**src/hdl/rmf_queue.sv**
```systemverilog
// rmf_queue: short fifo between the front end and the back end
// no dependencies
`default_nettype none

module rmf_queue #(
  parameter int WIDTH = 8,
  parameter int DEPTH = 8,
  localparam int PW  = $clog2(DEPTH),
  localparam int CNW = $clog2(DEPTH + 1)
) (
  input  wire logic             clk,
  input  wire logic             rst,
  input  wire logic             push,
  input  wire logic [WIDTH-1:0] din,
  input  wire logic             pop,
  output logic      [WIDTH-1:0] dout,
  output logic                  empty,
  output logic                  full,
  output logic      [CNW-1:0]   count
);

  logic [WIDTH-1:0] mem [DEPTH];
  logic [PW-1:0]    wptr;
  logic [PW-1:0]    rptr;

  assign empty = (count == '0);
  assign full  = (count == CNW'(DEPTH));
  assign dout  = mem[rptr];

  always_ff @(posedge clk) begin
    if (rst) begin
      wptr  <= '0;
      rptr  <= '0;
      count <= '0;
    end else begin
      if (push) begin
        wptr <= wptr + 1'b1;
      end
      if (pop) begin
        rptr <= rptr + 1'b1;
      end
      if (push && !pop) begin
        count <= count + 1'b1;
      end else if (pop && !push) begin
        count <= count - 1'b1;
      end
    end
  end

  always_ff @(posedge clk) begin
    if (push) begin
      mem[wptr] <= din;
    end
  end

endmodule

`default_nettype wire

```
**config.mk**
```make
export PLATFORM = sky130hd
export DESIGN_NAME = rmf_queue
export DESIGN_NICKNAME = d
export VERILOG_FILES = /design/src/hdl/rmf_queue.sv
export SDC_FILE = /design/constraint.sdc
export NUM_CORES = 1
export LEC_CHECK = 0
export ABC_AREA = 1
export BUFFER_PORTS_ARGS = -buffer_cell sky130_fd_sc_hd__buf_4
export CAP_MARGIN = 20
export CORE_UTILIZATION = 35
export CTS_CLUSTER_DIAMETER = 40
export DETAILED_ROUTE_END_ITERATION = 6
export SLEW_MARGIN = 20
export SYNTH_ARGS = -nofsm -noshare
export SYNTH_HDL_FRONTEND = slang
export SYNTH_SLANG_ARGS = --single-unit
```
**constraint.sdc**
```tcl
create_clock -name clk -period 1.35 [get_ports clk]
set_input_delay 0 -clock clk [delete_from_list [all_inputs] [get_ports clk]]
set_output_delay 0 -clock clk [all_outputs]
set_load 0.02 [all_outputs]
```
* Word level (Yosys, flattened, before mapping)
Memories as Yosys holds them, arrays and structs flattened. A register that Yosys moved wholly into a read port is not among the register bits.
Index checks and enable logic that the tools add are counted.
Widths: inputs -> output; s select.
** Cells by class
- Muxes and demuxes :: 6
- Add/subtract/negate cells :: 4
- Equality and inequality tests :: 1
- Reductions and logical operators :: 6
** Operators with widths (count)
- $mux 4 :: 2
- $add 3x1->3 const B :: 2
- $mux 3 :: 2
- $add 4x1->4 const B :: 1
- $eq 4x4->1 const B :: 1
- $logic_not 4->1 :: 1
- $sub 4x1->4 const B :: 1
- $logic_and 1x1->1 :: 2
- $logic_not 1->1 :: 2
- $mux 1 :: 2
- $reduce_bool 2->1 :: 1
** Word-level totals
- Bits in writable memories :: 64
- Output and inout bits :: 14
- Logic and storage cells :: 21
- Memories kept :: 1
- Register bits after elaboration :: 10
** Memories
- mem :: words 8, bits a word 8, rd ports 1, clocked after memory_dff 1, wr ports 1, line 22 : logic [WIDTH-1:0] mem [DEPTH];

* Logic depth before layout (Yosys ltp)
- Word-level depth :: 4
- Depth in mapped cells :: 11
- Gate-level depth less buffers :: 11

* Worst setup path after synthesis
OpenSTA, ideal clock, no wires.
- Path kind :: flip-flop to flip-flop
- From :: register count[2]
- To :: register count[3]
- Arrival time :: 1.295 ns
- Stages on the path, launching flop included :: 7
- Period minus slack after synthesis :: 1.404 ns
- Buffers on the path :: 0
- Setup slack :: -0.054 ns
- Cell sequence :: dfxtp_1 -> ha_1 -> or2_2 -> nand3_1 -> nand3_1 -> nand2_1 -> inv_1
** Between the ends
- Longest elaborated chain between the ends :: 3
- Elaborated cells on any way between the ends :: 4
** Ends and longest elaborated chain
- start, declared :: line 19 : output logic [CNW-1:0] count
- start signal, assigned :: line 43 : count <= count + 1'b1;
- start signal, assigned :: line 45 : count <= count - 1'b1;
- $sub 4x1->4 :: line 45
- $mux 4 :: line 44 : end else if (pop && !push) begin
- $mux 4 * :: line 42 : if (push && !pop) begin
Mark *: on every way between the ends. The rest lies on a longest branch, timed or not. The select of a mux whose other input is x is not followed.
A chain may end at the register's enable or synchronous reset.

==> impl_results.md <==
- Routed WL: approximately 6900 µm
- Residual DRC: 1
- Outcome: finished with violations
- Seq/Total Area, Yosys: 0.673
- Max Cap Viol: 0
- Flops & latches, synth: 77
- Area after DPL: between 0.003 and 0.004 mm²
- Clk sink count: 77
- Final worst-path cycle share: 1.14
- Largest area contributor in the netlist: edfxtp_1
- Die Area: just under 0.01 mm²
- Syn avg cell area: 10.8 µm²
- Critical path class: reg2out
- Post-synth top area share: 0.593
- P&R area growth vs syn: 27.2%
- Clk_lat worst skew: 350 ps
- Initial DRC count: 109
- DR vias/cell: 4.72
- Worst slack at placement: -57.6 ps
- Worst r2r src: count[0]
- Synth area leaders: edfxtp_1 (59%), nor2_1 (9.3%), dfxtp_1 (8.0%)
- Mapped Nets: 318
- Failing checks: design-rule violations, negative setup slack
- Leakage: 0.00163 µW
- Setup crit end kind: output port
- Die W: 98.2 µm
- Worst-case clock skew: ~11 ps
- Max-slew headroom: 0.776
- YS warnings: 0
- Startpoint types: flop
- Final setup margin: -194 ps
- Fin util: 0.466
- Slew @ Worst Pin: 335 ps
- Mapped Area: approximately 0.0032 mm²
- Hold WS: 58.5 ps
- All-Layer GR Usage: 0.152
- Root Buffer: clkbuf_8
- Non-Filler Instances: roughly 470
- Yosys cell types: 23
- Number of routed nets with antenna violations: 0
- CTS tree: built
- Top_reg_cell synth: edfxtp_1
- Share of layout cells above drive strength 1: 0.243
- Final instance area: approximately 0.0041 mm²
- Fin crit period: 1540 ps
- Asr flop ratio synth: 0
- Crit Path Max Fanout: 8
- Post-synth top cells: nor2_1 (80), edfxtp_1 (64), nand2_1 (59)
- First-pass GRT wire length: 10900 µm
- Core Box Area: 0.00885 mm²
- VDD IR max: 0.000621 V
- Mapped Cells: 300
- Die Y: 98.2 µm
- Initial antenna violation count: 0
- Final Max Tran Viols: 0
- Gr ovfl total: 0
- Cell Rows: 34
- Vias in the first global route: between 2000 and 2500
- Initial Util: 0.366
- Fmax achieved: about 0.65 GHz
- Post-DP HPWL: 4180 µm
- Placed cell count: 442
- Worst R2R Path Depth: 5
- Worst path arrival time: 1540 ps
- Final Wtd Congestion: 0.774
- Ant. Diodes: 0
- Maximum number of pins on one net before global-route repair: 33
- Final setup violation count: 8
- Via Count: 2238
- Pwr/cell area: 1320 mW/mm²
- I/O pins: 26
- RSZ-0062 raised after global routing: true
- Port Buffers: 25
- Worst Path Required: 1350 ps
- Setup crit end: dout[3]
- CTS Buffer Depth: 2
- Post-synth EDFFs: 64
- Hold Vio Cnt, Final: 0
- Routed WL per cell: approximately 15 µm
- Clock-pin transition on the worst setup and hold timing paths: approximately 80 ps
- H-tree levels: 3
- Count leader, synth: nor2_1
- CTS buffer count: 9
- Hold Crit Class: in2reg
- 1st-pass router iterations: 7
- Nets: about 380
- Worst r2r dst: count[2]
- Worst R2R Setup Slack: 50 ps
## logic make-up (layout without fill, tap and decap cells)
group | Yosys count | after routing | synth area share
fa+ha+maj | 6 | 6 | 0.0255
simple gates | 149 | 149 | 0.178
buf+inv | 25 | 91 | 0.0521
compound gates | 40 | 40 | 0.0625
xor+xnor | 3 | 3 | 0.00811
flops | 77 | 77 | 0.673
## critical path, cell delays in order, from the launching register on
cell	delay, ps
dfxtp_4	470
clkbuf_16	200
nor2_2	40
nor2_1	90
o21ai_1	70
nand2_1	60
nand2_1	60
nand2_2	90
buf_6	120
## metal layers
metal	GRT usage	vias to the layer above	routed length [µm]
met5	0	-	0
met1	0.185	1047	3070
li1	-	1126	-
met2	0.249	59	3420
met3	0.0494	6	366
met4	0.0643	0	78
## final cells by class
class                   count  area (µm²)
inverters                  13        56.3
fillers                   822        4730
flip-flops and latches     77        2190
clock buffers              12         178
multi-input cells         198         941
clock inverters             4        23.8
repair buffers             62         596
well taps                 108         135
## worst min-delay path by stage
stage                 from   endpoint  cells past startpoint
floorplan           din[0]  mem[0][0]                      0
global placement    din[5]  mem[4][5]                      1
detailed placement  din[5]  mem[4][5]                      1
CTS                    pop       flop                      4
global route           pop    rptr[0]                      4
finish                 pop       flop                      4
## repair_timing
action,CTS,global route
setup buffers,2,1
setup endpoints to repair,10,26
hold endpoints to repair,77,0
pin swaps,2,15
resized for setup,18,17
hold buffers,10,0
cloned,1,2
## report_power, final
group | internal [µW] | leakage (µW) | switching, µW
Clock | 892 | 0.000108 | 826
Sequential | 2650 | 0.000690 | 57.5
Combinational | 454 | 0.000834 | 539
Total | 4000 | 0.00163 | 1420
## flip-flops by register name (all words and copies together), names as in the netlist, named ones only
register / count
mem: 64
rptr: 3
count: 4
wptr: 3
## layout by cell type, fill, tap and decap left out
master         netlist  routed
nor3b_1              1       1
nand3_1              3       3
buf_6                9      10
xor2_1               2       2
a21oi_1              6       6
o21ai_1             30      31
buf_4                1      38
nor3_2               0       1
clkbuf_8             0       9
dlygate4sd3_1        0      10
nor3_4               0       1
inv_4                1       4
a211oi_1             1       1
edfxtp_1            64      64
clkbuf_16            0       4
ha_1                 5       5
or2_4                0       1
nor2_1              80      71
inv_1               11      11
dfxtp_1             13       9
dfxtp_2              0       2
xnor2_1              1       1
clkbuf_1             1       1
inv_6                0       1
o21ai_0              3       2
nor2_4               0       1
nand2_2              0       2
dfxtp_4              0       2
or2_2                3       2
clkinv_2             0       1
buf_16               0       1
nor3_1               3       1
nor2_2               0       8
fa_1                 1       1
nand2_1             59      57
buf_12               0       1
## per-stage QoR
step,power [µW],TNS [ps]
after CTS,5400,-1250
after floorplan,3280,-1360
after global routing,5680,-2300
final,5420,-1410
after global placement,3550,-15.0
after detailed placement,3570,-57.6
Note: power is estimated with default switching activity, not from simulation.
